--- config.mk ---
export PLATFORM = sky130hd
export DESIGN_NAME = tek_vector_byte_encoder
export DESIGN_NICKNAME = d
export VERILOG_FILES = /design/src/rtl/tvbe_pkg.sv /design/src/rtl/tvbe_scale.sv /design/src/rtl/tvbe_encode.sv /design/src/rtl/tek_vector_byte_encoder.sv
export SDC_FILE = /design/constraint.sdc
export NUM_CORES = 2
export LEC_CHECK = 0
export ABC_AREA = 1
export BUFFER_PORTS_ARGS = -buffer_cell sky130_fd_sc_hd__clkbuf_2
export CAP_MARGIN = 40
export CORE_ASPECT_RATIO = 1.4
export CORE_MARGIN = 1
export CORE_UTILIZATION = 50
export CTS_BUF_LIST = sky130_fd_sc_hd__clkbuf_8
export DETAILED_ROUTE_END_ITERATION = 7
export HOLD_SLACK_MARGIN = 0.02
export PLACE_DENSITY = 0.63
export SLEW_MARGIN = 40
export SYNTH_ARGS = -nofsm -noshare
export SYNTH_HDL_FRONTEND = slang
export SYNTH_SLANG_ARGS = --single-unit
--- constraint.sdc ---
create_clock -name clk -period 10.4 [get_ports clk]
set_input_delay 2.08 -clock clk [delete_from_list [all_inputs] [get_ports clk]]
set_output_delay 2.08 -clock clk [all_outputs]
set_load 0.1 [all_outputs]
--- src/rtl/tvbe_pkg.sv ---
// Shared constants, codes and types for the vector byte encoder.
package tvbe_pkg;

  localparam int RAW_W = 16;
  localparam int RAW_UNITS_PER_INCH = 600;
  localparam int DEVICE_UNITS_PER_INCH = 100;
  localparam int MAX_X = 1000;
  localparam int MAX_Y = 750;

  // Scaled coordinate: MAX_X and MAX_Y stay below 1024.
  localparam int COORD_W = 10;
  // raw * DEVICE_UNITS_PER_INCH fits here.
  localparam int PROD_W = RAW_W + $clog2(DEVICE_UNITS_PER_INCH + 1);
  // Reciprocal of RAW_UNITS_PER_INCH, scaled by 2^PROD_W.
  localparam int RECIP_SHIFT = PROD_W;
  localparam int RECIP_W = PROD_W + 1;
  localparam longint unsigned RECIP_VAL =
      (64'd1 << RECIP_SHIFT) / RAW_UNITS_PER_INCH;

  localparam int MAX_BYTES = 7;
  localparam int CNT_W = 3;

  localparam logic [2:0] OP_INIT  = 3'd0;
  localparam logic [2:0] OP_ERASE = 3'd1;
  localparam logic [2:0] OP_MOVE  = 3'd2;
  localparam logic [2:0] OP_DRAW  = 3'd3;
  localparam logic [2:0] OP_DONE  = 3'd4;

  localparam logic [7:0] CH_NL  = 8'h0A;
  localparam logic [7:0] CH_FF  = 8'h0C;
  localparam logic [7:0] CH_ESC = 8'h1B;
  localparam logic [7:0] CH_GS  = 8'h1D;
  localparam logic [7:0] CH_US  = 8'h1F;

  localparam logic [2:0] TAG_HI   = 3'b001;
  localparam logic [1:0] TAG_LO_Y = 2'b11;
  localparam logic [1:0] TAG_LO_X = 2'b10;

  typedef enum logic [1:0] {
    MODE_UNKNOWN = 2'd0,
    MODE_ALPHA   = 2'd1,
    MODE_VECTOR  = 2'd2
  } mode_t;

  typedef struct packed {
    mode_t      mode;
    logic       lost;
    logic [7:0] hi_y;
    logic [7:0] lo_y;
    logic [7:0] hi_x;
    logic [7:0] lo_x;
  } term_state_t;

  typedef struct packed {
    logic s2;
    logic s3;
    logic s4;
  } stage_en_t;

endpackage

--- src/rtl/tvbe_scale.sv ---
// Three-stage scaler: raw * device units / raw units, truncated, then clamped.
module tvbe_scale (
  input  logic                        clk,
  input  tvbe_pkg::stage_en_t         en,
  input  logic [tvbe_pkg::RAW_W-1:0]   raw,
  input  logic [tvbe_pkg::COORD_W-1:0] limit,
  output logic [tvbe_pkg::COORD_W-1:0] scaled
);

  localparam int PW = tvbe_pkg::PROD_W;
  localparam int RW = tvbe_pkg::RECIP_W;
  localparam int SH = tvbe_pkg::RECIP_SHIFT;

  logic [PW-1:0]    prod2;
  logic [PW-1:0]    prod3;
  logic [PW-1:0]    quot3;
  logic [PW-1:0]    prod4;
  logic [PW-1:0]    quot4;
  logic [PW-1:0]    back4;
  logic [PW+RW-1:0] recip_prod;
  logic [PW-1:0]    rem4;
  logic [PW-1:0]    quot;

  assign recip_prod = (PW+RW)'(prod2) * (PW+RW)'(tvbe_pkg::RECIP_VAL[RW-1:0]);

  always_ff @(posedge clk) begin
    if (en.s2) begin
      prod2 <= PW'(raw) * PW'(tvbe_pkg::DEVICE_UNITS_PER_INCH);
    end
    if (en.s3) begin
      prod3 <= prod2;
      quot3 <= recip_prod[SH+PW-1:SH];
    end
    if (en.s4) begin
      prod4 <= prod3;
      quot4 <= quot3;
      back4 <= PW'(quot3 * PW'(tvbe_pkg::RAW_UNITS_PER_INCH));
    end
  end

  // The estimate is low by at most one: fix it with the remainder.
  always_comb begin
    rem4 = prod4 - back4;
    quot = (rem4 >= PW'(tvbe_pkg::RAW_UNITS_PER_INCH)) ? quot4 + PW'(1) : quot4;
    scaled = (quot > PW'(limit)) ? limit : quot[tvbe_pkg::COORD_W-1:0];
  end

endmodule

--- src/rtl/tvbe_encode.sv ---
// Byte list and next terminal state for one command.
module tvbe_encode (
  input  logic [2:0]                    operation,
  input  logic [tvbe_pkg::COORD_W-1:0]  x,
  input  logic [tvbe_pkg::COORD_W-1:0]  y,
  input  tvbe_pkg::term_state_t         cur,
  output logic [7:0]                    bytes [tvbe_pkg::MAX_BYTES],
  output logic [tvbe_pkg::CNT_W-1:0]    count,
  output tvbe_pkg::term_state_t         nxt
);

  logic [tvbe_pkg::COORD_W-1:0] px;
  logic [tvbe_pkg::COORD_W-1:0] py;
  logic [7:0] hy;
  logic [7:0] ly;
  logic [7:0] hx;
  logic [7:0] lx;
  logic chy;
  logic cly;
  logic chx;
  logic clx;
  logic is_point;
  logic [tvbe_pkg::CNT_W-1:0] idx;

  always_comb begin
    is_point = (operation == tvbe_pkg::OP_MOVE) || (operation == tvbe_pkg::OP_DRAW) ||
               (operation == tvbe_pkg::OP_DONE);
    // done parks the beam at the origin
    px = (operation == tvbe_pkg::OP_DONE) ? '0 : x;
    py = (operation == tvbe_pkg::OP_DONE) ? '0 : y;
    hy = {tvbe_pkg::TAG_HI, py[9:5]};
    ly = {1'b0, tvbe_pkg::TAG_LO_Y, py[4:0]};
    hx = {tvbe_pkg::TAG_HI, px[9:5]};
    lx = {1'b0, tvbe_pkg::TAG_LO_X, px[4:0]};
    chy = cur.lost || (hy != cur.hi_y);
    chx = cur.lost || (hx != cur.hi_x);
    cly = cur.lost || (ly != cur.lo_y);
    clx = cur.lost || (lx != cur.lo_x);

    for (int k = 0; k < tvbe_pkg::MAX_BYTES; k++) begin
      bytes[k] = '0;
    end
    idx = '0;
    nxt = cur;

    case (operation)
      tvbe_pkg::OP_INIT: begin
        bytes[0] = tvbe_pkg::CH_US;
        bytes[1] = tvbe_pkg::CH_ESC;
        bytes[2] = tvbe_pkg::CH_FF;
        bytes[3] = tvbe_pkg::CH_GS;
        idx = 3'd4;
        nxt.mode = tvbe_pkg::MODE_VECTOR;
        nxt.lost = 1'b1;
      end
      tvbe_pkg::OP_ERASE: begin
        if (cur.mode != tvbe_pkg::MODE_ALPHA) begin
          bytes[idx] = tvbe_pkg::CH_US;
          idx = idx + 1'b1;
        end
        bytes[idx] = tvbe_pkg::CH_ESC;
        idx = idx + 1'b1;
        bytes[idx] = tvbe_pkg::CH_FF;
        idx = idx + 1'b1;
        nxt.mode = tvbe_pkg::MODE_ALPHA;
        nxt.lost = 1'b1;
      end
      tvbe_pkg::OP_MOVE, tvbe_pkg::OP_DONE: begin
        bytes[idx] = tvbe_pkg::CH_GS;
        idx = idx + 1'b1;
      end
      default: begin
      end
    endcase

    if (is_point) begin
      if (chy) begin
        bytes[idx] = hy;
        idx = idx + 1'b1;
      end
      if (cly || chx) begin
        bytes[idx] = ly;
        idx = idx + 1'b1;
      end
      if (chx) begin
        bytes[idx] = hx;
        idx = idx + 1'b1;
      end
      if (chy || chx || cly || clx) begin
        bytes[idx] = lx;
        idx = idx + 1'b1;
      end
      nxt.hi_y = hy;
      nxt.lo_y = ly;
      nxt.hi_x = hx;
      nxt.lo_x = lx;
      nxt.lost = 1'b0;
    end

    if (operation == tvbe_pkg::OP_DONE) begin
      if (cur.mode != tvbe_pkg::MODE_ALPHA) begin
        bytes[idx] = tvbe_pkg::CH_US;
        idx = idx + 1'b1;
      end
      bytes[idx] = tvbe_pkg::CH_NL;
      idx = idx + 1'b1;
      nxt.mode = tvbe_pkg::MODE_ALPHA;
      nxt.lost = 1'b1;
    end

    count = idx;
  end

endmodule

--- src/rtl/tek_vector_byte_encoder.sv ---
// Top level: plot commands in, Tektronix 4010 terminal bytes out.
//
//  channel | signals                                | direction
//  --------+----------------------------------------+----------
//  in      | in_valid, in_stall, operation, x_raw,  | command in
//          | y_raw                                  |
//  out     | out_valid, out_stall, out_byte,        | byte out
//          | last_byte                              |
//
// A command passes an input register and three scaler stages, then is
// encoded into a byte buffer, whose first byte drives out_byte.
// The single byte port drains the buffer; the buffer takes the next command's
// bytes only once it is empty or its last byte is leaving.
// Reset (rst, synchronous) empties the pipeline and buffer and clears state.
// out_stall backs up through the stages to in_stall in the same cycle.
module tek_vector_byte_encoder (
  input  logic        clk,
  input  logic        rst,
  input  logic        in_valid,
  output logic        in_stall,
  input  logic [2:0]  operation,
  input  logic [15:0] x_raw,
  input  logic [15:0] y_raw,
  output logic        out_valid,
  input  logic        out_stall,
  output logic [7:0]  out_byte,
  output logic        last_byte
);

  localparam int NB = tvbe_pkg::MAX_BYTES;

  logic v1;
  logic v2;
  logic v3;
  logic v4;
  logic r1;
  logic r2;
  logic r3;
  logic r4;
  logic [2:0]  op1;
  logic [2:0]  op2;
  logic [2:0]  op3;
  logic [2:0]  op4;
  logic [15:0] x1;
  logic [15:0] y1;
  tvbe_pkg::stage_en_t en;
  logic [tvbe_pkg::COORD_W-1:0] xs;
  logic [tvbe_pkg::COORD_W-1:0] ys;

  tvbe_pkg::term_state_t term;
  tvbe_pkg::term_state_t term_next;
  logic [7:0] enc_bytes [NB];
  logic [tvbe_pkg::CNT_W-1:0] enc_count;

  logic [7:0] obuf [NB];
  logic [tvbe_pkg::CNT_W-1:0] ocnt;
  logic buf_free;
  logic pop;
  logic load;

  assign out_valid = (ocnt != '0);
  assign out_byte  = obuf[0];
  assign last_byte = (ocnt == tvbe_pkg::CNT_W'(1));
  assign pop       = out_valid && !out_stall;
  assign buf_free  = (ocnt == '0) || ((ocnt == tvbe_pkg::CNT_W'(1)) && !out_stall);

  assign r4 = !v4 || buf_free;
  assign r3 = !v3 || r4;
  assign r2 = !v2 || r3;
  assign r1 = !v1 || r2;
  assign in_stall = !r1;
  assign load = v4 && buf_free;

  assign en.s2 = r2;
  assign en.s3 = r3;
  assign en.s4 = r4;

  tvbe_scale u_scale_x (
    .clk    (clk),
    .en     (en),
    .raw    (x1),
    .limit  (tvbe_pkg::COORD_W'(tvbe_pkg::MAX_X)),
    .scaled (xs)
  );

  tvbe_scale u_scale_y (
    .clk    (clk),
    .en     (en),
    .raw    (y1),
    .limit  (tvbe_pkg::COORD_W'(tvbe_pkg::MAX_Y)),
    .scaled (ys)
  );

  tvbe_encode u_encode (
    .operation (op4),
    .x         (xs),
    .y         (ys),
    .cur       (term),
    .bytes     (enc_bytes),
    .count     (enc_count),
    .nxt       (term_next)
  );

  always_ff @(posedge clk) begin
    if (rst) begin
      v1 <= 1'b0;
      v2 <= 1'b0;
      v3 <= 1'b0;
      v4 <= 1'b0;
    end else begin
      if (r1) v1 <= in_valid;
      if (r2) v2 <= v1;
      if (r3) v3 <= v2;
      if (r4) v4 <= v3;
    end
  end

  always_ff @(posedge clk) begin
    if (r1) begin
      op1 <= operation;
      x1  <= x_raw;
      y1  <= y_raw;
    end
    if (r2) op2 <= op1;
    if (r3) op3 <= op2;
    if (r4) op4 <= op3;
  end

  // Terminal state advances as each command is encoded.
  always_ff @(posedge clk) begin
    if (rst) begin
      term.mode <= tvbe_pkg::MODE_UNKNOWN;
      term.lost <= 1'b0;
      term.hi_y <= '0;
      term.lo_y <= '0;
      term.hi_x <= '0;
      term.lo_x <= '0;
    end else if (load) begin
      term <= term_next;
    end
  end

  always_ff @(posedge clk) begin
    if (rst) begin
      ocnt <= '0;
    end else if (load) begin
      ocnt <= enc_count;
    end else if (pop) begin
      ocnt <= ocnt - 1'b1;
    end
  end

  // Load a fresh byte list, or shift the buffer down one byte on each pop.
  always_ff @(posedge clk) begin
    if (load) begin
      obuf <= enc_bytes;
    end else if (pop) begin
      for (int k = 0; k < NB - 1; k++) begin
        obuf[k] <= obuf[k+1];
      end
    end
  end

endmodule

# Yosys cells after proc, flatten, opt, wreduce, memory -nomap -nowiden
# Index checks and enable logic that the tools add are counted.
[word_totals] regBits=356 input_bits=39 out_inout_bits=11
[classes] add_sub_neg=13 multipliers=6 magnitude_cmp=20 n_eq_ne=10 mux=63 n_bitwise=20 n_reduce_logical=42
[op_table] op="two-way mux 56 bit" n=11
[op_table] op="bitwise mux 56 bit" n=4
[op_table] op="demux 8 bit (select 3 bit)" n=8
[op_table] op="two-way mux 48 bit" n=2
[op_table] op="AND 42 bit" n=2
[op_table] op="NOT 42 bit" n=2
[op_table] op="two-way mux 8 bit" n=9
[op_table] op="multiplier 21 x 14 -> 35 bit, second input constant" n=2
[op_table] op="one-hot mux 24 bit (2 select lines)" n=1
[op_table] op="greater-or-equal comparator 23 x 10 -> 1 bit, second input constant" n=2
[op_table] op="greater-than comparator 23 x 10 -> 1 bit, second input constant" n=2
[op_table] op="two-way mux 23 bit" n=2
[op_table] op="subtractor 23 bit" n=2
[op_table] op="two-way mux 3 bit" n=15
[op_table] op="multiplier 16 x 5 -> 21 bit, second input constant" n=2
[op_table] op="multiplier 14 x 7 -> 20 bit, second input constant" n=2
[op_table] op="two-way mux 10 bit" n=4
[op_table] op="bitwise OR 35 bit" n=1
[op_table] op="two-way mux 33 bit" n=1
[op_table] op="greater-or-equal comparator 4 bit, second input constant" n=8
[op_table] op="< comparator 4 x 1 -> 1 bit, second input constant" n=8
[op_table] op="NOT 3 -> 4 bit" n=8
[op_table] op="adder 14 x 1 -> 15 bit, second input constant" n=2
[op_table] op="AND 28 bit" n=1
[op_table] op="28 further kinds" n=73

# Depth between registers and ports, before layout
[depth] word_depth=31 mapped_depth=55

# By module
# From an unflattened synthesis, not the netlist that was laid out.
[hier_totals] hier_cells=4495 hier_area_um2=38491.9
[by_module_without_submodules] module="tvbe_scale at u_scale_x" instances=1 cells_per_inst=1653 area_each_um2=14883.0 seq_area_each_um2=3303.2
[by_module_without_submodules] module="tvbe_scale at u_scale_y" instances=1 cells_per_inst=1597 area_each_um2=14611.5 seq_area_each_um2=3243.1
[by_module_without_submodules] module="tek_vector_byte_encoder" instances=1 cells_per_inst=475 area_each_um2=5312.6 seq_area_each_um2=3843.7
[by_module_without_submodules] module="tvbe_encode" instances=1 cells_per_inst=770 area_each_um2=3684.8 seq_area_each_um2=0.0

# Worst setup path before layout
# Ideal clock, no wire load.
[synth_timing] kind="input to output" from="input out_stall" to="output in_stall" t_arrival_ns=7.978 required_time_ns=8.320 path_slack_ns=0.342 stages=10 path_buffers=0 path_cell_list="inv_1 -> nand2_1 -> nand2_1 -> nor2_1 -> inv_1 -> nor2_1 -> inv_1 -> nor2_1 -> inv_1 -> nor2_1"
[synth_between] elab_chain_cells=8
[synth_lines] element="start: declaration" line_no="tek_vector_byte_encoder.sv:25" text="input logic out_stall,"
[synth_lines] element="logical NOT 1 bit" line_no="tek_vector_byte_encoder.sv:65" text="assign buf_free = (ocnt == '0) || ((ocnt == tvbe_pkg::CNT_W'(1)) && !out_stall);"
[synth_lines] element="logical AND 1 bit" line_no="tek_vector_byte_encoder.sv:65"
[synth_lines] element="logical OR 1 bit" line_no="tek_vector_byte_encoder.sv:65"
[synth_lines] element="logical OR 1 bit" line_no="tek_vector_byte_encoder.sv:67" text="assign r4 = !v4 || buf_free;"
[synth_lines] element="net r4" line_no="tek_vector_byte_encoder.sv:39" text="logic r4;"
[synth_lines] element="logical OR 1 bit" line_no="tek_vector_byte_encoder.sv:68" text="assign r3 = !v3 || r4;"
[synth_lines] element="net r3" line_no="tek_vector_byte_encoder.sv:38" text="logic r3;"
[synth_lines] element="logical OR 1 bit" line_no="tek_vector_byte_encoder.sv:69" text="assign r2 = !v2 || r3;"
[synth_lines] element="net r2" line_no="tek_vector_byte_encoder.sv:37" text="logic r2;"
[synth_lines] element="logical OR 1 bit" line_no="tek_vector_byte_encoder.sv:70" text="assign r1 = !v1 || r2;"
[synth_lines] element="logical NOT 1 bit" line_no="tek_vector_byte_encoder.sv:71" text="assign in_stall = !r1;"
[synth_lines] element="end: declaration" line_no="tek_vector_byte_encoder.sv:20" text="output logic in_stall,"
# The timed path passes the listed nets, and every way through them passes these cells.

# Worst setup path in the final report
[layout_timing] from="register u_scale_y.back4[3]" to="register obuf[33] in the netlist's numbering (data pin)"
[layout_between] elab_chain_cells=30 word_cells_on_any_way=76 classes_between="add/sub: 5; order compare: 12; eq/ne: 2; mux: 39; bitwise: 7; reduce/logical: 11"
[layout_lines] element="start: declaration" line_no="tvbe_scale.sv:19" text="logic [PW-1:0] back4;"
[layout_lines] element="start signal: assignment" line_no="tvbe_scale.sv:37" text="back4 <= PW'(quot3 * PW'(tvbe_pkg::RAW_UNITS_PER_INCH));"
[layout_lines] element="subtractor 23 bit *" line_no="tvbe_scale.sv:43" text="rem4 = prod4 - back4;"
[layout_lines] element="greater-or-equal comparator 23 x 10 -> 1 bit *" line_no="tvbe_scale.sv:44" text="quot = (rem4 >= PW'(tvbe_pkg::RAW_UNITS_PER_INCH)) ? quot4 + PW'(1) : quot4;"
[layout_lines] element="two-way mux 23 bit *" line_no="tvbe_scale.sv:44"
[layout_lines] element="greater-than comparator 23 x 10 -> 1 bit" line_no="tvbe_scale.sv:45" text="scaled = (quot > PW'(limit)) ? limit : quot[tvbe_pkg::COORD_W-1:0];"
[layout_lines] element="two-way mux 10 bit *" line_no="tvbe_scale.sv:45"
[layout_lines] element="two-way mux 10 bit *" line_no="tvbe_encode.sv:30" text="py = (operation == tvbe_pkg::OP_DONE) ? '0 : y;"
[layout_lines] element="inequality test 6 bit" line_no="tvbe_encode.sv:35" text="chy = cur.lost || (hy != cur.hi_y);"
[layout_lines] element="logical OR 1 bit" line_no="tvbe_encode.sv:35"
[layout_lines] element="(+14 left out)"
[layout_lines] element="NOT 3 -> 4 bit (not written as such), or another cell as far along" line_no="tvbe_encode.sv:105" text="bytes[idx] = tvbe_pkg::CH_NL;"
[layout_lines] element="greater-or-equal comparator 4 bit (not written as such), or another cell as far along" line_no="tvbe_encode.sv:105"
[layout_lines] element="logical AND 1 bit (not written as such) or bitwise OR 35 bit (tied branches)"
[layout_lines] element="two-way mux 8 bit (not written as such) or two-way mux 56 bit (tied branches)" line_no="tvbe_encode.sv:105, tvbe_encode.sv:101"
[layout_lines] element="demux 8 bit (select 3 bit) or two-way mux 56 bit (tied branches)" line_no="tvbe_encode.sv:105, tvbe_encode.sv:100"
[layout_lines] element="bitwise OR 14 bit (no line)"
[layout_lines] element="two-way mux 56 bit *" line_no="tvbe_encode.sv:100" text="if (operation == tvbe_pkg::OP_DONE) begin"
[layout_lines] element="two-way mux 48 bit *" line_no="tek_vector_byte_encoder.sv:155" text="if (load) begin"
[layout_lines] element="end signal: assignment" line_no="tek_vector_byte_encoder.sv:156" text="obuf <= enc_bytes;"
[layout_lines] element="end signal: indexed assignment" line_no="tek_vector_byte_encoder.sv:159" text="obuf[k] <= obuf[k+1];"
[layout_lines] element="end: declaration" line_no="tek_vector_byte_encoder.sv:55" text="logic [7:0] obuf [NB];"
# Every way passes the cells marked *; elsewhere a longest branch is shown, timed or not. The select of a mux whose other input is x is not followed.
# A chain may end at the register's enable or synchronous reset.

==> results.md <==
* Multi-input logic area at 21600 um^2
* Area grow syn2layout at 7.09%
* Pre-antenna DRT Iters at 8
* Hold slack at 0.392 ns
* Layout cells sized above 1 at under 10%
* Setup Buffers After CTS at 0
* WL per Instance at between 15 and 20 um
* CTS tree: yes
* GR peak layer: met2
* Antenna-violating nets left at 0
* Hold Crit Depth at 0
* Clk_lat worst skew at 0.69 ns
* Reg2Reg Setup Slack at 2.82 ns
* Post-synth EDFFs at 311
* Worst Reg-to-Reg Cells at 50
* Hold Path End: op4[0]$_DFFE_PP_
* RSZ-0062 raised after global routing: false
* I/O pin count at 50
* Pre-CTS WS at about 2.8 ns
* Bufs on Longest Clock Path at 3
* Tcrit/Tclk final at 72.9%
* Largest net degree at the start of global routing at 75
* Syn Inst Count at 3752
* CTS Sinks at approximately 340
* Hold Fails Final Rpt at 0
* Post-Syn Area at 34800 um^2
* Die width at 225 um
* CTS resizes at 0
* Register area share after synthesis at 28.6%
* H-tree depth at 2
* Final setup TNS at 0 ns
* Port Buffer Count at 48
* FF+latch area at 9960 um^2
* Post-Syn Nets at roughly 4600
* Global-route wire length before repair at ~130 mm
* Routed vias/inst at between 5 and 6
* Core ar. at between 60000 and 70000 um^2
* Vias in the first global route at 25152
* CTS Root Cell: clkbuf_8
* Req. time, crit path at roughly 11 ns
* Initial core utilization at 50.5%
* Std cell rows at 114
* Reg-to-reg endpoint: obuf[33]$_DFFE_PP_
* Peak Freq at 132 MHz
* Critical path class: register to register
* Top FF cell, synth: edfxtp_1
* GPL Wtd Cong at 0.987
* Met3 global-route usage at 2.51%
* Max-slew violation count at 0
* DRC violations left at 0
* Worst Skew at ~0.034 ns
* Die area at 70600 um^2
* Final wirelength at 76.1 mm
* Filler cells at between 6000 and 7000
* Ys async rst share at 0%
* Min-Delay Path Class: register to register
* Antenna violations before repair at 1
* Max cap viols at 0
* Reg2Reg Launch Point: u_scale_y.back4[3]$_DFFE_PP_
* Critical Path End Type: register
* CTS Buf Count at 57
* Final setup violation count at 0
* DRT iter0 DRCs at 1034
* Via Count at 24475
* Worst-path fanout max at 17
* Setup ws final at 2.82 ns
* Max stage delay on crit path at 0.45 ns
* Final-stage net count at between 4000 and 5000
* Worst Tran Pin Value at ~0.76 ns
* Dpl hpwl at 62.3 mm
* Startpoint types: register
* Met2 Usage GRT at 42.4%
* Hold_buf cts at 0
* Arrival time worst endpoint at 8.01 ns
* Die Ht at 314 um
* Relative slew margins at 49.4%
* Hold Crit Start: op3[0]$_DFFE_PP_
* Register bit total from synthesis at 342
* Worst path most repeated cell: nand2_1
* Yosys cell types at 53
* GRT Util Overall at between 20 and 25%
* Synth warnings at 0
* Reg clk slew, reported paths at 0.07 ns
* Status: finished clean
* Met1 Use GR at 25.3%
* Final Critical Period at 7.58 ns
* Total grt overflow at 0
* Slowest cell on crit path: edfxtp_1
* Mean Syn Cell Area at 9.27 um^2
## state kept, by name (all words and copies together), names as in the netlist, 7 cells and up
signal,count
u_scale_y.prod4,21
u_scale_x.prod3,20
u_scale_x.back4,20
x1,16
u_scale_y.quot3,14
u_scale_x.quot3,14
obuf,42
y1,16
u_scale_x.quot4,13
out_byte,7
u_scale_y.quot4,13
u_scale_y.back4,20
term,24
u_scale_y.prod3,21
u_scale_y.prod2,21
u_scale_x.prod2,21
u_scale_x.prod4,20
## logic make-up (layout without fill, tap and decap cells)
group | count (synthesis) | count (layout) | synth area share, %
other | 1 | 2 | 0.0108
XOR/XNOR | 118 | 118 | 2.97
adder cells (fa/ha/maj) | 846 | 846 | 37.0
AO/OA/AOI/OAI | 461 | 461 | 7.53
buffers and inverters | 843 | 967 | 9.29
AND/OR/NAND/NOR | 1140 | 1140 | 14.6
flip-flops | 342 | 342 | 28.6
multiplexers | 1 | 1 | 0.0288
## per-stage QoR
stage / cells / instance area (um^2) / utilization [%]
final: 4805 / 37200 / 54.1
after global routing: 4805 / 37200 / 54.1
after CTS: 4804 / 37200 / 54.1
after detailed placement: 4697 / 36100 / 52.3
after global placement: 4696 / 36000 / 52.3
after floorplan: 3752 / 34800 / -
## cells in the final DEF (no fill, tap or decap), types with 37 or more instances in the layout
cell type,Yosys,layout
clkbuf_8,0,58
xor2_1,90,90
a21oi_1,188,188
edfxtp_1,311,311
nand3_1,162,162
inv_1,771,778
nor2_1,198,196
nand2_1,611,611
ha_1,544,544
clkbuf_2,0,48
o211ai_1,37,37
o21ai_0,124,124
fa_1,302,302
## worst max-delay path: cells and delay by family, from the launching register on
| family | cells | cell delay [ns] |
|---|---|---|
| flops | 1 | 0.45 |
| compound gates | 4 | 0.66 |
| simple gates | 35 | 4.12 |
| fa+ha+maj | 6 | 1.81 |
| buf+inv | 5 | 0.31 |
## worst max-delay path by stage
stage | end | slack (ns) | start
global route | obuf[33]$_DFFE_PP_ | 2.02 | u_scale_y.back4[3]$_DFFE_PP_
global placement | obuf[33]$_DFFE_PP_ | 3.01 | u_scale_y.back4[3]$_DFFE_PP_
finish | obuf[33]$_DFFE_PP_ | 2.82 | u_scale_y.back4[3]$_DFFE_PP_
detailed placement | obuf[33]$_DFFE_PP_ | 2.80 | u_scale_y.back4[3]$_DFFE_PP_
floorplan | in_stall | 0.34 | out_stall
CTS | obuf[33]$_DFFE_PP_ | 2.79 | u_scale_y.back4[3]$_DFFE_PP_
## metal layers
| layer | up-vias | part of all wire (%) |
|---|---|---|
| met5 | - | 0 |
| met4 | 0 | 4.2 |
| met3 | 179 | 3.0 |
| met2 | 405 | 53 |
| met1 | 11503 | 40 |
| li1 | 12388 | - |
## area by class of cell
type / count / share of cell area, %
repair buffers: 59 / 0.877
clock buffers: 58 / 2.14
clock inverters: 49 / 1.05
inverters: 801 / 8.09
flip-flops and latches: 342 / 26.7
diodes: 1 / 0.00672
well taps: 928 / 3.12
multi-input cells: 2567 / 58.0
## cells in the mapped netlist (all sizes together) (2+ instances only)
| cell type | number | area [um^2] |
|---|---|---|
| xor2 | 90 | 788 |
| a21o | 16 | 120 |
| o311ai | 2 | 17.5 |
| fa | 302 | 6050 |
| dfxtp | 31 | 621 |
| ha | 544 | 6810 |
| a21oi | 195 | 1000 |
| nand4 | 23 | 144 |
| nor4 | 2 | 12.5 |
| edfxtp | 311 | 9340 |
| o211ai | 37 | 278 |
| or2 | 7 | 43.8 |
| clkbuf | 21 | 78.8 |
| nor3b | 3 | 22.5 |
| inv | 800 | 3010 |
| nand3 | 185 | 1060 |
| o221ai | 13 | 114 |
| nand2 | 647 | 2530 |
| a21boi | 2 | 18.8 |
| nor2 | 222 | 933 |
| xnor2 | 28 | 245 |
| o21ai | 160 | 816 |
| buf | 21 | 144 |
| o21bai | 13 | 97.6 |
| nor3 | 33 | 185 |
| a31oi | 9 | 56.3 |
| nand3b | 17 | 128 |
| o22ai | 9 | 56.3 |
| a211oi | 2 | 15.0 |
Power is left out: the tool's default activity adds up to more than one toggle a clock period on the data nets, which glitch-free logic cannot reach.
